===== src/rtl/deq_pkg.sv =====
package deq_pkg;

  localparam int KIND_W   = 3;
  localparam int VALUE_W  = 32;
  localparam int STATUS_W = 2;
  localparam int DATA_W   = 32;
  localparam int OCC_W    = 5;

  typedef enum logic [KIND_W-1:0] {
    KIND_PUSH_HEAD = 3'd0,
    KIND_PUSH_TAIL = 3'd1,
    KIND_POP_HEAD  = 3'd2,
    KIND_POP_TAIL  = 3'd3,
    KIND_PEEK_HEAD = 3'd4,
    KIND_PEEK_TAIL = 3'd5
  } kind_t;

  typedef enum logic [STATUS_W-1:0] {
    STATUS_OK    = 2'd0,
    STATUS_EMPTY = 2'd1,
    STATUS_FULL  = 2'd2
  } status_t;

  typedef enum logic {
    ST_IDLE = 1'b0,
    ST_READ = 1'b1
  } state_t;

endpackage


===== src/rtl/deq_if.sv =====
interface deq_req_if;
  logic                          valid;
  logic                          ready;
  logic [deq_pkg::KIND_W-1:0]    kind;
  logic [deq_pkg::VALUE_W-1:0]   value;

  modport source (output valid, output kind, output value, input ready);
  modport sink   (input valid, input kind, input value, output ready);
endinterface

interface deq_rsp_if;
  logic                          valid;
  logic                          ready;
  logic [deq_pkg::STATUS_W-1:0]  status;
  logic [deq_pkg::DATA_W-1:0]    data;
  logic [deq_pkg::OCC_W-1:0]     occupancy;

  modport source (output valid, output status, output data, output occupancy, input ready);
  modport sink   (input valid, input status, input data, input occupancy, output ready);
endinterface


===== src/rtl/deq_ram.sv =====
module deq_ram #(
  parameter int DEPTH      = 16,
  parameter int DATA_WIDTH = 32,
  localparam int AW        = $clog2(DEPTH)
) (
  input  logic                  clk,
  input  logic                  wr_en,
  input  logic [AW-1:0]         wr_addr,
  input  logic [DATA_WIDTH-1:0] wr_data,
  input  logic                  rd_en,
  input  logic [AW-1:0]         rd_addr,
  output logic [DATA_WIDTH-1:0] rd_data
);

  logic [DATA_WIDTH-1:0] mem [DEPTH];

  always_ff @(posedge clk) begin
    if (wr_en) begin
      mem[wr_addr] <= wr_data;
    end
  end

  always_ff @(posedge clk) begin
    if (rd_en) begin
      rd_data <= mem[rd_addr];
    end
  end

endmodule


===== src/rtl/double_ended_queue.sv =====
// Bounded double-ended queue of DEPTH entries kept in a ring in one synchronous
// RAM. Each request (push or pop at either end, or peek at either end) gives
// exactly one response with status, data and the occupancy after the request.
// Pushes, refused requests and unused kind codes answer from the request, so one
// may be accepted every cycle while no uncollected response holds the output; a
// pop or peek is answered from the registered RAM read in ST_READ. The response
// sits in an output register, so a new request is taken in the same cycle the
// previous response is collected. Only the low DATA_WIDTH bits of a pushed value
// are stored and the occupancy field reports the low five bits of the entry count.
module double_ended_queue #(
  parameter int DEPTH      = 16,
  parameter int DATA_WIDTH = 32
) (
  input  logic      clk,
  input  logic      rst_n,
  deq_req_if.sink   in_req,
  deq_rsp_if.source out_rsp
);

  localparam int AW = $clog2(DEPTH);
  localparam int CW = $clog2(DEPTH + 1);
  localparam int SW = CW + 1;
  localparam logic [SW-1:0] DEPTH_S = SW'(DEPTH);
  localparam logic [CW-1:0] DEPTH_C = CW'(DEPTH);
  localparam logic [AW-1:0] LAST_A  = AW'(DEPTH - 1);

  deq_pkg::state_t state_r, state_nxt;
  logic [AW-1:0]   head_r, head_nxt;
  logic [CW-1:0]   count_r, count_nxt;

  logic                             out_valid_r, out_valid_nxt;
  logic [deq_pkg::STATUS_W-1:0]     out_status_r, out_status_nxt;
  logic [deq_pkg::DATA_W-1:0]       out_data_r, out_data_nxt;
  logic [deq_pkg::OCC_W-1:0]        out_occ_r, out_occ_nxt;

  logic                  accept;
  logic                  full;
  logic                  empty;
  logic                  go_read;
  deq_pkg::status_t      imm_status;
  logic [AW-1:0]         head_inc;
  logic [AW-1:0]         head_dec;
  logic [SW-1:0]         tail_sum;
  logic [SW-1:0]         last_sum;
  logic [AW-1:0]         tail_free;
  logic [AW-1:0]         tail_last;
  logic                  wr_en;
  logic [AW-1:0]         wr_addr;
  logic [DATA_WIDTH-1:0] wr_data;
  logic                  rd_en;
  logic [AW-1:0]         rd_addr;
  logic [DATA_WIDTH-1:0] rd_data;

  assign in_req.ready = (state_r == deq_pkg::ST_IDLE) && (!out_valid_r || out_rsp.ready);
  assign accept       = in_req.valid && in_req.ready;

  assign full  = (count_r == DEPTH_C);
  assign empty = (count_r == '0);

  assign head_inc = (head_r == LAST_A) ? '0 : head_r + AW'(1);
  assign head_dec = (head_r == '0) ? LAST_A : head_r - AW'(1);

  // wrap head + count and head + count - 1 back into the ring
  assign tail_sum  = SW'(head_r) + SW'(count_r);
  assign last_sum  = tail_sum - SW'(1);
  assign tail_free = (tail_sum >= DEPTH_S) ? AW'(tail_sum - DEPTH_S) : AW'(tail_sum);
  assign tail_last = (last_sum >= DEPTH_S) ? AW'(last_sum - DEPTH_S) : AW'(last_sum);

  assign wr_data = DATA_WIDTH'(in_req.value);

  always_comb begin
    head_nxt   = head_r;
    count_nxt  = count_r;
    wr_en      = 1'b0;
    wr_addr    = head_dec;
    rd_en      = 1'b0;
    rd_addr    = head_r;
    go_read    = 1'b0;
    imm_status = deq_pkg::STATUS_OK;
    case (in_req.kind)
      deq_pkg::KIND_PUSH_HEAD: begin
        if (full) begin
          imm_status = deq_pkg::STATUS_FULL;
        end else begin
          wr_en     = accept;
          wr_addr   = head_dec;
          head_nxt  = accept ? head_dec : head_r;
          count_nxt = accept ? count_r + CW'(1) : count_r;
        end
      end
      deq_pkg::KIND_PUSH_TAIL: begin
        if (full) begin
          imm_status = deq_pkg::STATUS_FULL;
        end else begin
          wr_en     = accept;
          wr_addr   = tail_free;
          count_nxt = accept ? count_r + CW'(1) : count_r;
        end
      end
      deq_pkg::KIND_POP_HEAD: begin
        if (empty) begin
          imm_status = deq_pkg::STATUS_EMPTY;
        end else begin
          go_read   = 1'b1;
          rd_en     = accept;
          rd_addr   = head_r;
          head_nxt  = accept ? head_inc : head_r;
          count_nxt = accept ? count_r - CW'(1) : count_r;
        end
      end
      deq_pkg::KIND_POP_TAIL: begin
        if (empty) begin
          imm_status = deq_pkg::STATUS_EMPTY;
        end else begin
          go_read   = 1'b1;
          rd_en     = accept;
          rd_addr   = tail_last;
          count_nxt = accept ? count_r - CW'(1) : count_r;
        end
      end
      deq_pkg::KIND_PEEK_HEAD: begin
        if (empty) begin
          imm_status = deq_pkg::STATUS_EMPTY;
        end else begin
          go_read = 1'b1;
          rd_en   = accept;
          rd_addr = head_r;
        end
      end
      deq_pkg::KIND_PEEK_TAIL: begin
        if (empty) begin
          imm_status = deq_pkg::STATUS_EMPTY;
        end else begin
          go_read = 1'b1;
          rd_en   = accept;
          rd_addr = tail_last;
        end
      end
      default: begin
      end
    endcase
  end

  always_comb begin
    state_nxt = state_r;
    case (state_r)
      deq_pkg::ST_IDLE: begin
        if (accept && go_read) begin
          state_nxt = deq_pkg::ST_READ;
        end
      end
      deq_pkg::ST_READ: begin
        state_nxt = deq_pkg::ST_IDLE;
      end
      default: begin
        state_nxt = deq_pkg::ST_IDLE;
      end
    endcase
  end

  // load the response from the RAM read or straight from the request
  always_comb begin
    out_valid_nxt  = out_valid_r;
    out_status_nxt = out_status_r;
    out_data_nxt   = out_data_r;
    out_occ_nxt    = out_occ_r;
    if (out_valid_r && out_rsp.ready) begin
      out_valid_nxt = 1'b0;
    end
    case (state_r)
      deq_pkg::ST_READ: begin
        out_valid_nxt  = 1'b1;
        out_status_nxt = deq_pkg::STATUS_OK;
        out_data_nxt   = deq_pkg::DATA_W'(rd_data);
        out_occ_nxt    = deq_pkg::OCC_W'(count_r);
      end
      default: begin
        if (accept && !go_read) begin
          out_valid_nxt  = 1'b1;
          out_status_nxt = imm_status;
          out_data_nxt   = '0;
          out_occ_nxt    = deq_pkg::OCC_W'(count_nxt);
        end
      end
    endcase
  end

  always_ff @(posedge clk) begin
    if (!rst_n) begin
      state_r     <= deq_pkg::ST_IDLE;
      head_r      <= '0;
      count_r     <= '0;
      out_valid_r <= 1'b0;
    end else begin
      state_r     <= state_nxt;
      head_r      <= head_nxt;
      count_r     <= count_nxt;
      out_valid_r <= out_valid_nxt;
    end
  end

  always_ff @(posedge clk) begin
    out_status_r <= out_status_nxt;
    out_data_r   <= out_data_nxt;
    out_occ_r    <= out_occ_nxt;
  end

  assign out_rsp.valid     = out_valid_r;
  assign out_rsp.status    = out_status_r;
  assign out_rsp.data      = out_data_r;
  assign out_rsp.occupancy = out_occ_r;

  deq_ram #(
    .DEPTH      (DEPTH),
    .DATA_WIDTH (DATA_WIDTH)
  ) u_ram (
    .clk     (clk),
    .wr_en   (wr_en),
    .wr_addr (wr_addr),
    .wr_data (wr_data),
    .rd_en   (rd_en),
    .rd_addr (rd_addr),
    .rd_data (rd_data)
  );

endmodule

===== src/flat_wrapper.sv =====
// flat-port wrapper written by rule: the top's interface ports become plain ports
module double_ended_queue_flat 
#(
  parameter int DEPTH      = 16,
  parameter int DATA_WIDTH = 32
)
  (clk, rst_n, in_req_valid, in_req_kind, in_req_value, in_req_ready, out_rsp_valid, out_rsp_status, out_rsp_data, out_rsp_occupancy, out_rsp_ready);
  deq_req_if in_req_i ();
  deq_rsp_if out_rsp_i ();
  input  logic clk;
  input  logic rst_n;
  input wire logic [$bits(in_req_i.valid)-1:0] in_req_valid;
  input wire logic [$bits(in_req_i.kind)-1:0] in_req_kind;
  input wire logic [$bits(in_req_i.value)-1:0] in_req_value;
  output wire logic [$bits(in_req_i.ready)-1:0] in_req_ready;
  output wire logic [$bits(out_rsp_i.valid)-1:0] out_rsp_valid;
  output wire logic [$bits(out_rsp_i.status)-1:0] out_rsp_status;
  output wire logic [$bits(out_rsp_i.data)-1:0] out_rsp_data;
  output wire logic [$bits(out_rsp_i.occupancy)-1:0] out_rsp_occupancy;
  input wire logic [$bits(out_rsp_i.ready)-1:0] out_rsp_ready;
  assign in_req_i.valid = in_req_valid;
  assign in_req_i.kind = in_req_kind;
  assign in_req_i.value = in_req_value;
  assign in_req_ready = in_req_i.ready;
  assign out_rsp_valid = out_rsp_i.valid;
  assign out_rsp_status = out_rsp_i.status;
  assign out_rsp_data = out_rsp_i.data;
  assign out_rsp_occupancy = out_rsp_i.occupancy;
  assign out_rsp_i.ready = out_rsp_ready;
  double_ended_queue #(.DEPTH(DEPTH), .DATA_WIDTH(DATA_WIDTH)) u_core (.clk(clk), .rst_n(rst_n), .in_req(in_req_i), .out_rsp(out_rsp_i));
endmodule

===== config.mk =====
export PLATFORM = sky130hd
export DESIGN_NAME = double_ended_queue_flat
export DESIGN_NICKNAME = d
export VERILOG_FILES = /design/src/rtl/deq_pkg.sv /design/src/rtl/deq_if.sv /design/src/rtl/deq_ram.sv /design/src/rtl/double_ended_queue.sv /design/src/flat_wrapper.sv
export SDC_FILE = /design/constraint.sdc
export NUM_CORES = 1
export LEC_CHECK = 0
export ABC_AREA = 0
export BUFFER_PORTS_ARGS = -buffer_cell sky130_fd_sc_hd__clkbuf_2
export CORE_MARGIN = 2
export CORE_UTILIZATION = 46
export CTS_CLUSTER_SIZE = 28
export DETAILED_ROUTE_END_ITERATION = 10
export PLACE_DENSITY_LB_ADDON = 0.08
export SLEW_MARGIN = 15
export SYNTH_ARGS = -nofsm -noshare
export SYNTH_HDL_FRONTEND = slang
export SYNTH_SLANG_ARGS = --single-unit

===== constraint.sdc =====
create_clock -name clk -period 4 [get_ports clk]
set_clock_uncertainty 0.05 [all_clocks]
set_input_delay 0.6 -clock clk [delete_from_list [all_inputs] [get_ports clk]]
set_output_delay 0.6 -clock clk [all_outputs]
set_load 0.01 [all_outputs]

After elaboration in Yosys (flattened, before gate mapping)
Memories as Yosys holds them, arrays and structs flattened. A register that Yosys moved wholly into a read port is not among the register bits.
Cells that the tools add are included.
{ "totals": {"in_bits": 39, "mem_bits_rw": 512, "output_inout_bits": 41, "wordCells": 87, "regBits": 50, "memories": 1} }
{ "classes": {"order_cmp": 2, "reduce_logical": 19, "muxes": 38, "addsub": 8, "eq_ne": 11, "n_bitwise": 1} }
{ "memory_table": {"columns": ["memory", "words", "width", "read_ports", "rd_ports_with_merged_regs", "wr", "line_no", "rtl"], "rows": [
  ["u_core.u_ram.mem", 16, 32, 1, 1, 1, "deq_ram.sv:15", "logic [DATA_WIDTH-1:0] mem [DEPTH];"]
]} }
{ "op_table": {"columns": ["operator", "count"], "rows": [
  ["two-way mux 32 bit", 2],
  ["two-way mux 4 bit", 12],
  ["two-way mux 5 bit", 6],
  ["two-way mux 1 bit", 13],
  [">= comparator 6 x 5 -> 1 bit (second input constant)", 2],
  ["subtractor 4 x 1 -> 4 bit (second input constant)", 3],
  ["one-hot mux 5 bit (2 select lines)", 1],
  ["one-hot mux 4 bit (2 select lines)", 1],
  ["adder 4 x 5 -> 6 bit", 1],
  ["equality test 3 x 2 -> 1 bit (second input constant)", 2],
  ["equality test 3 bit (second input constant)", 2],
  ["OR reduction 2 bit", 3],
  ["subtractor 6 x 1 -> 6 bit (second input constant)", 1],
  ["adder 5 x 1 -> 5 bit (second input constant)", 1],
  ["equality test 5 bit (second input constant)", 1],
  ["logical AND 1 bit", 5],
  ["zero test 5 bit", 1],
  ["AND reduction 5 bit", 1],
  ["subtractor 5 x 1 -> 5 bit (second input constant)", 1],
  ["adder 4 x 1 -> 4 bit (second input constant)", 1],
  ["equality test 4 bit (second input constant)", 1],
  ["zero test 4 bit", 1],
  ["!= test 2 x 1 -> 1 bit (second input constant)", 2],
  ["!= test 2 bit (second input constant)", 2],
  ["11 further kinds", 13]
]} }

Longest topological paths before layout
Gate-level depths: netlist (run 1).
{ "depth": {"ltp_word": 9, "depth_mapped": 13, "depth_no_buf": 10} }

Hierarchy
From an unflattened synthesis (run 1), not the netlist that was laid out.
{ "unflattened": {"hier_cells": 1069, "area_unflattened_um2": 22760.6} }
{ "modules_own_cells": {"columns": ["module", "cells_per_inst", "seq_area_each_um2", "area_per_inst_um2", "instances"], "rows": [
  ["deq_ram", 838, 16335.7, 20155.6, 1],
  ["double_ended_queue", 231, 1371.3, 2605.0, 1]
]} }

Least setup slack after synthesis (run 1)
OpenSTA, ideal clock, no wires.
{ "synth_timing": {"kind": "reg2reg", "from": "reg u_core.count_r[1]", "to": "mem u_core.u_ram.mem[4][0], enable pin", "setup_time_ns": 0.421, "arrival_time_ns": 3.112, "stages_incl_launch_ff": 9, "period_less_slack_ns": 3.583, "slack_ns": 0.417, "t_required_ns": 3.529, "path_buffers": 0, "path_cell_list": "dfxtp_1 inv_1 ha_1 nor3b_1 a211oi_1 nand2_1 mux2_2 nand2_1 nor2_1"} }
{ "synth_via": {"elab_chain_len": 5, "elab_cells_between_ends": 11, "classes_between": "2 x add/sub; 1 x order compare; 1 x eq/ne; 7 x mux"} }
{ "synth_rtl": {"columns": ["element", "line_no", "rtl"], "rows": [
  ["from (decl)", "double_ended_queue.sv:29", "logic [CW-1:0] count_r, count_nxt;"],
  ["from (signal assigned)", "double_ended_queue.sv:197", "count_r <= count_nxt;"],
  ["adder 4 x 5 -> 6 bit or equality test 5 bit (tied branches)", "double_ended_queue.sv:64, double_ended_queue.sv:57", null],
  [">= comparator 6 x 5 -> 1 bit (tied with other cells)", "double_ended_queue.sv:66", "assign tail_free = (tail_sum >= DEPTH_S) ? AW'(tail_sum - DEPTH_S) : AW'(tail_sum);"],
  ["two-way mux 4 bit or two-way mux 1 bit (tied branches)", null, null],
  ["two-way mux 4 bit or two-way mux 1 bit (tied branches)", "double_ended_queue.sv:92, deq_ram.sv:18", null],
  ["two-way mux 4 bit or two-way mux 1 bit (tied branches)", null, null],
  ["to (decl)", "deq_ram.sv:15", null]
]} }
Several ways; a longest one is shown, not always the timed one.

Worst setup path after layout (run 1)
{ "layout_timing": {"from": "reg u_core.count_r[0]", "to": "reg u_core.u_ram.rd_data[10], read port of u_core.u_ram.mem (data pin)"} }
{ "layout_via": {"elab_chain_len": 6, "elab_cells_between_ends": 10, "classes_between": "3 x add/sub; 1 x order compare; 5 x mux; 1 x reduce/logical"} }
{ "layout_rtl": {"columns": ["element", "line_no", "rtl"], "rows": [
  ["adder 4 x 5 -> 6 bit", "double_ended_queue.sv:64", "assign tail_sum = SW'(head_r) + SW'(count_r);"],
  ["subtractor 6 x 1 -> 6 bit", "double_ended_queue.sv:65", "assign last_sum = tail_sum - SW'(1);"],
  [">= comparator 6 x 5 -> 1 bit or subtractor 4 x 1 -> 4 bit (tied branches)", "double_ended_queue.sv:67", "assign tail_last = (last_sum >= DEPTH_S) ? AW'(last_sum - DEPTH_S) : AW'(last_sum);"],
  ["two-way mux 4 bit", "double_ended_queue.sv:67", null],
  ["two-way mux 4 bit", "double_ended_queue.sv:112, double_ended_queue.sv:131", null],
  ["two-way mux 4 bit", null, null],
  ["to (decl)", "deq_ram.sv:12", "output logic [DATA_WIDTH-1:0] rd_data"]
]} }
Several ways; a longest one is shown, not always the timed one.
A chain may end at the register's enable or synchronous reset.

==> key figures, run 1 <==
Run status
  – Status: completed

Timing
  – Fmax: 0.2689 GHz
  – Slew margin rel.: 18.61%
  – Fin Setup TNS: 0 ns
  – Final setup viols: 0
  – Fin crit period: 3.719 ns
  – Worst hold slack: 0.1866 ns
  – Tcrit/Tclk final: 92.98%
  – Worst-Margin Slew: 1.218 ns
  – RSZ-0062 raised after global routing: false
  – Max Slew Vio Count: 0
  – Fin. Hold Viols: 0

Power
  – Sequential cell fraction of total power: 52.0%
  – Comb power frac: 8.7%
  – Clock group share of total power: 39.3%
  – Pint: 10.35 mW
  – Pwr dens: 494.2 nW/um2
  – Net Sw Frac: 22.92%
  – Switching Power: 3.077 mW
  – VDD IR max: 343.5 uV
  – Pleak: 9.556 nW

Floorplanning
  – Die width: 230.2 um
  – # rows: 82
  – Starting Density: 46.71%
  – I/O pins: 80
  – Die ar.: 52,980 um2
  – Core area: 50,380 um2
  – DIE HEIGHT: 230.2 um

Yosys
  – Most numerous cell in the Yosys netlist: edfxtp_1
  – Post-synthesis sequential area ratio: 75.25%
  – Warnings from Yosys: 0
  – Netlist cell types: 56
  – Yosys reg bits: 594
  – Syn nets: 1,414
  – Top cell type's share of synthesized area: 74.15%
  – Mapped Cells: 1,366
  – Top_reg_cell synth: edfxtp_1
  – Yosys top cell by area: edfxtp_1
  – Post-synth ARST share: 0%
  – Mapped Area: 23,530 um2
  – EDFF count, synth: 581
  – Synth area leaders: edfxtp_1, mux2i_1, a22oi_1
  – Synth cell count leaders: edfxtp_1, mux2i_1, o22ai_1
  – Avg Synthesized Cell Area: 17.23 um2

Cells and area
  – Nets: 1,542
  – Sequential cell area: 17,710 um2
  – # fillers: 4,044
  – Layout cells sized above 1: 17.96%
  – Area of the multi-input gates: 5575 um2
  – Post-route insts no fill: 2,215
  – Synth-to-layout area growth: 15.45%

Detailed routing
  – DRT iter0 DRCs: 938
  – Detailed Route WL: 53,820 um
  – Drt pass-1 iters: 7
  – Avg WL per Cell: 24.30 um
  – Post-route DRC: 0
  – Vias/cell: 5.582
  – Via count: 12,365
  – Antenna-violating nets left: 0

Critical path
  – Crit. Startpoint: u_core.count_r[0]
  – CP max FO: 31
  – Slowest Stage Delay on Critical Path: 0.99 ns
  – CP max stage cell: nor2_4
  – Critical path's top delay family: simple AND/OR/NAND/NOR gates
  – Worst-path cell chain: ha_1 -> fa_1 -> inv_1 -> ha_1 -> xor2_1 -> mux2i_1 -> nor2_4 -> a22oi_1 -> nand2_1 -> a21oi_2
  – Worst path required time: 4.32 ns
  – Cell mode on critical path: ha_1
  – Type of origin of the critical path: flop
  – Stages on worst setup path: 10
  – CP bufs+invs: 1
  – Setup Crit Path Kind: flop to flop
  – FF-to-FF path depth: 10
  – Worst flop-to-flop path startpoint: u_core.count_r[0]
  – Crit end category: flop
  – CP arrival: 4.04 ns

Global route
  – Congestion Overflow GR: 0
  – Total Routing Usage GR: 20.51%
  – Vias in the first global route: 12,389
  – First-pass GRT wire length: 80,000 um
  – Antenna violations before repair: 4
  – Largest net degree at the start of global routing: 55

Worst hold path
  – Hold path start: in_req_valid
  – Hold Path Stages: 3
  – Worst hold path class: input port to flop

Placed design
  – Final Wtd Congestion: 0.7554
  – Placed Cells: 2,103
  – Port bufs: 79
  – Hpwl dp: 30,220 um

Clocking
  – CTS tree: yes
  – CTS Buf Count: 61
  – Clock root buffer: clkbuf_16
  – Post-CTS Setup Bufs: 0
  – Clock sinks: 594
  – Post-CTS resize count: 0
  – Clock-pin slew on the worst setup and hold paths: 0.06 ns
  – Worst skew pair latency: 0.63 ns
  – Clk buf depth: 3
  – Hold_buf cts: 0
  – Maximum level of the CTS H-tree: 2

Run
  – Max Cap Viol: 0
## stage by stage
stage / worst slack, ns / area, um2 / power, mW / util (%)
2_1_floorplan: 0.4170 / 23530 / 7.841 / -
4_1_cts: 0.2202 / 27160 / 13.56 / 53.92
5_1_grt: 0.04671 / 27160 / 13.89 / 53.92
3_5_place_dp: 0.2572 / 25320 / 8.299 / 50.26
3_3_place_gp: 0.3195 / 25320 / 8.285 / 50.26
6_report: 0.2809 / 27160 / 13.43 / 53.92
## worst register-to-register path, delay by kind of cell (launching register included)
family / cells / cell delay, ns
and+or+nand+nor: 2 / 1.16
xor gates and xnor gates: 1 / 0.28
adders and majority gates: 3 / 0.95
DFF: 1 / 0.35
buffers and inverters: 1 / 0.07
muxes: 1 / 0.26
AOI/OAI and AO/OA: 2 / 0.35
## power groups by stage
stage	Combinational (mW)	Sequential, mW	Clock, mW
global placement	1.17	7.11	0
finish	1.17	6.98	5.27
detailed placement	1.18	7.11	0
CTS	1.19	6.98	5.39
global route	1.27	6.99	5.63
floorplan	0.705	7.14	0
## cell usage in the layout, fill, tap and decap left out, types with 6 or more instances in the layout
master and count:
ha_1 8, clkinv_1 15, clkbuf_16 62, a211oi_1 6, o22ai_1 65, xor2_1 7
mux2i_1 264, inv_1 13, nor3_1 30, and2_1 42, a22oi_1 63, buf_12 24
buf_4 36, a21oi_1 28, clkbuf_2 79, nand2_1 54, edfxtp_1 581, nor3_2 10
clkinv_2 13, nor2_1 13, a21oi_2 10, nor2_4 21, clkbuf_1 15, o21ai_0 11
dfxtp_1 13
## cells by family after synthesis
| kind of cell | count (synthesis) | synth area share [%] |
|---|---|---|
| and+or+nand+nor | 185 | 4.121 |
| AOI/OAI and AO/OA | 207 | 5.971 |
| xor gates and xnor gates | 13 | 0.5158 |
| buffers and inverters | 87 | 2.053 |
| adders and majority gates | 9 | 0.5105 |
| muxes | 271 | 11.58 |
| DFF | 594 | 75.25 |
## path summary, 6_finish.rpt
kind	to	slack [ns]
worst max-delay path	u_core.u_ram.rd_data[10]	0.28
worst min-delay path	u_core.out_rsp.valid	0.19
worst max register to register	u_core.u_ram.rd_data[10]	0.28
worst min register to register	u_core.out_rsp.status[1]	0.43
## flip-flops by register name, indices dropped and copies added (netlist names)
name / cells
u_core.out_rsp.valid: 1
u_core.u_ram.rd_data: 32
u_core.count_r: 5
u_core.out_rsp.status: 2
u_core.out_rsp.data: 32
u_core.out_rsp.occupancy: 5
u_core.head_r: 4
u_core.state_r: 1
u_core.u_ram.mem: 512
## metal layers
metal	up-vias	GRT usage (%)	part of all wire (%)
met5	-	0	0.020
met4	2	5.907	2.2
met3	83	2.927	4.5
met2	281	32.41	46
met1	6349	29.77	47
li1	5650	-	-
## final cells by class
cell class,instances,share of cell area [%]
Sequential cell,594,65.18
Multi-Input combinational cell,685,20.52
Clock buffer,77,5.919
Timing Repair Buffer,139,4.219
Tap cell,672,3.095
Clock inverter,34,0.8705
Inverter,13,0.1796
Antenna cell,1,0.009212
No activity file was read; power rests on OpenSTA's default activity.
==> inputs of run 2 (changes only) <==
--- a/config.mk
+++ b/config.mk
@@ -11,7 +11,7 @@
 export CORE_UTILIZATION = 46
 export CTS_CLUSTER_SIZE = 28
 export DETAILED_ROUTE_END_ITERATION = 10
-export PLACE_DENSITY_LB_ADDON = 0.08
+export PLACE_DENSITY_LB_ADDON = 0.05
 export SLEW_MARGIN = 15
 export SYNTH_ARGS = -nofsm -noshare
 export SYNTH_HDL_FRONTEND = slang
==> run 2 against run 1 <==
Net effect: sequential cell count is the same; setup slack lost 0.0063 ns; largest cell class unchanged; critical endpoint is now u_core.u_ram.rd_data[4]; sequential share of layout area is essentially flat.
==> key figures, run 2 (same netlist as run 1, synthesis figures left out) <==
Run status
  – Status: completed

Placed design
  – Placement Setup Slack: 0.3099 ns
  – Hpwl dp: 31,550 um
  – Placed cell area: 25,200 um2
  – Port bufs: 79
  – Final Wtd Congestion: 0.7855

Cells and area
  – Post-route cell area: 27,150 um2
  – Nets: 1,545
  – Most frequent cells in the layout: edfxtp_1, mux2i_1, clkbuf_2, o22ai_1, a22oi_1
  – Layout cells sized above 1: 17.92%
  – Ant diodes: 0
  – Commonest non-fill, non-tap cell in the layout: edfxtp_1
  – Util after Layout: 53.90%
  – Largest Register: u_core.u_ram.mem
  – Max FFs per register: 512
  – Synth-to-layout area growth: 15.39%

Clocking
  – Post-CTS resize count: 0
  – CTS Buf Count: 61
  – Clk buf depth: 3
  – Maximum level of the CTS H-tree: 2
  – CTS tree: yes
  – Clock-pin slew on the worst setup and hold paths: 0.06 ns
  – Post-CTS Setup Bufs: 0
  – Clock sinks: 594
  – Worst skew pair latency: 0.61 ns
  – Clock root buffer: clkbuf_16

Timing
  – Final Worst Setup Slack: 0.2746 ns
  – Final setup viols: 0
  – Fin Setup TNS: 0 ns
  – Fmax: 0.2684 GHz
  – Max Slew Vio Count: 0
  – Worst-Margin Slew: 1.187 ns
  – Fin. Hold Viols: 0
  – Tcrit/Tclk final: 93.14%
  – Fin crit period: 3.725 ns
  – RSZ-0062 raised after global routing: false
  – Slew margin rel.: 20.67%

Floorplanning
  – # rows: 82
  – Die ar.: 52,980 um2
  – Starting Density: 46.71%
  – I/O pins: 80
  – Core area: 50,380 um2
  – Die width: 230.2 um
  – DIE HEIGHT: 230.2 um

Detailed routing
  – Vias/cell: 5.529
  – Avg WL per Cell: 24.85 um
  – Via count: 12,263
  – Drt pass-1 iters: 5
  – DRT iter0 DRCs: 957
  – Detailed Route WL: 55,110 um
  – Antenna-violating nets left: 0
  – Post-route DRC: 0

Global route
  – Routing usage on met2: 35.26%
  – First-pass GRT wire length: 82,310 um
  – Most Crowded Layer GR: met2
  – Largest net degree at the start of global routing: 75
  – Met1 Resource Use GR: 29.16%
  – Total Routing Usage GR: 21.03%
  – GR Util met3: 2.778%
  – Antenna violations before repair: 1
  – Vias in the first global route: 12,437
  – Congestion Overflow GR: 0

Critical path
  – CP max FO: 31
  – Crit end category: flop
  – CP max stage cell: nor2_4
  – Setup Crit Path Kind: flop to flop
  – CP bufs+invs: 1
  – Slowest Stage Delay on Critical Path: 0.98 ns
  – Cell mode on critical path: ha_1
  – Worst-path cell chain: ha_1 -> fa_1 -> inv_1 -> ha_1 -> xor2_1 -> mux2i_1 -> nor2_4 -> a22oi_1 -> nand2_1 -> a21oi_1
  – CP arrival: 3.99 ns
  – Critical path's top delay family: simple AND/OR/NAND/NOR gates
  – Worst flop-to-flop path startpoint: u_core.count_r[0]
  – Worst path required time: 4.27 ns
  – Type of origin of the critical path: flop
  – Crit. Startpoint: u_core.count_r[0]

Power
  – Total Power: 13.71 mW
  – Pint: 10.65 mW
  – Net Sw Frac: 22.35%
  – Comb power frac: 8.5%
  – Pleak: 9.565 nW
  – Pwr dens: 504.9 nW/um2
  – Clock group share of total power: 40.6%
  – VDD IR max: 319.3 uV
  – Switching Power: 3.064 mW
  – Sequential cell fraction of total power: 51.0%

Worst hold path
  – Hold path start: in_req_valid
  – Worst hold path class: input port to flop

Run
  – Max Cap Viol: 0
run 2: cell type report:
type                       instances  area (um2)
inverter                          13       48.80
sequential                       594       17710
multi-input combinational        685        5575
tap                              672       840.8
timing repair buffer             142        1031
clock inverter                    36       344.1
clock buffer                      76        1604
fill                            4037       23220
run 2: repair_timing:
item,CTS,global route
setup endpoints to repair,0,1
hold buffers,0,0
endpoints found under the hold margin,0,0
run 2: worst reg2reg max path, cell delays in order (launching register included):
cell	delay [ns]
dfxtp_1	0.36
ha_1	0.25
fa_1	0.51
inv_1	0.06
ha_1	0.20
xor2_1	0.29
mux2i_1	0.28
nor2_4	0.98
a22oi_1	0.25
nand2_1	0.13
a21oi_1	0.07
run 2: layer usage:
metal / part of all wire, % / vias up
li1: - / 5660
met1: 46 / 6286
met2: 49 / 239
met3: 3.7 / 78
met4: 1.9 / 0
met5: 0 / -
run 2: metrics by stage:
| step | hold slack [ns] | cells |
|---|---|---|
| CTS | 0.1642 | 2218 |
| global placement | 0.4124 | 2106 |
| detailed placement | 0.4251 | 2106 |
| global route | 0.2325 | 2218 |
| finish | 0.2070 | 2218 |
| floorplan | 0.4427 | 1366 |
run 2: path summary, 6_finish.rpt:
kind                                                 end  slack [ns]  cells after the start
worst min register to register  u_core.out_rsp.status[1]        0.44                      2
worst min-delay path                u_core.out_rsp.valid        0.21                      3
worst max register to register   u_core.u_ram.rd_data[4]        0.27                     10
worst max-delay path             u_core.u_ram.rd_data[4]        0.27                     10
run 2: power groups by stage:
stage | sequential [mW] | clock (mW) | combinational (mW)
final | 6.99 | 5.56 | 1.16
after global routing | 6.99 | 5.92 | 1.26
after CTS | 6.99 | 5.69 | 1.18
after detailed placement | 7.12 | 0 | 1.18
after global placement | 7.12 | 0 | 1.17
after floorplan | 7.14 | 0 | 0.705
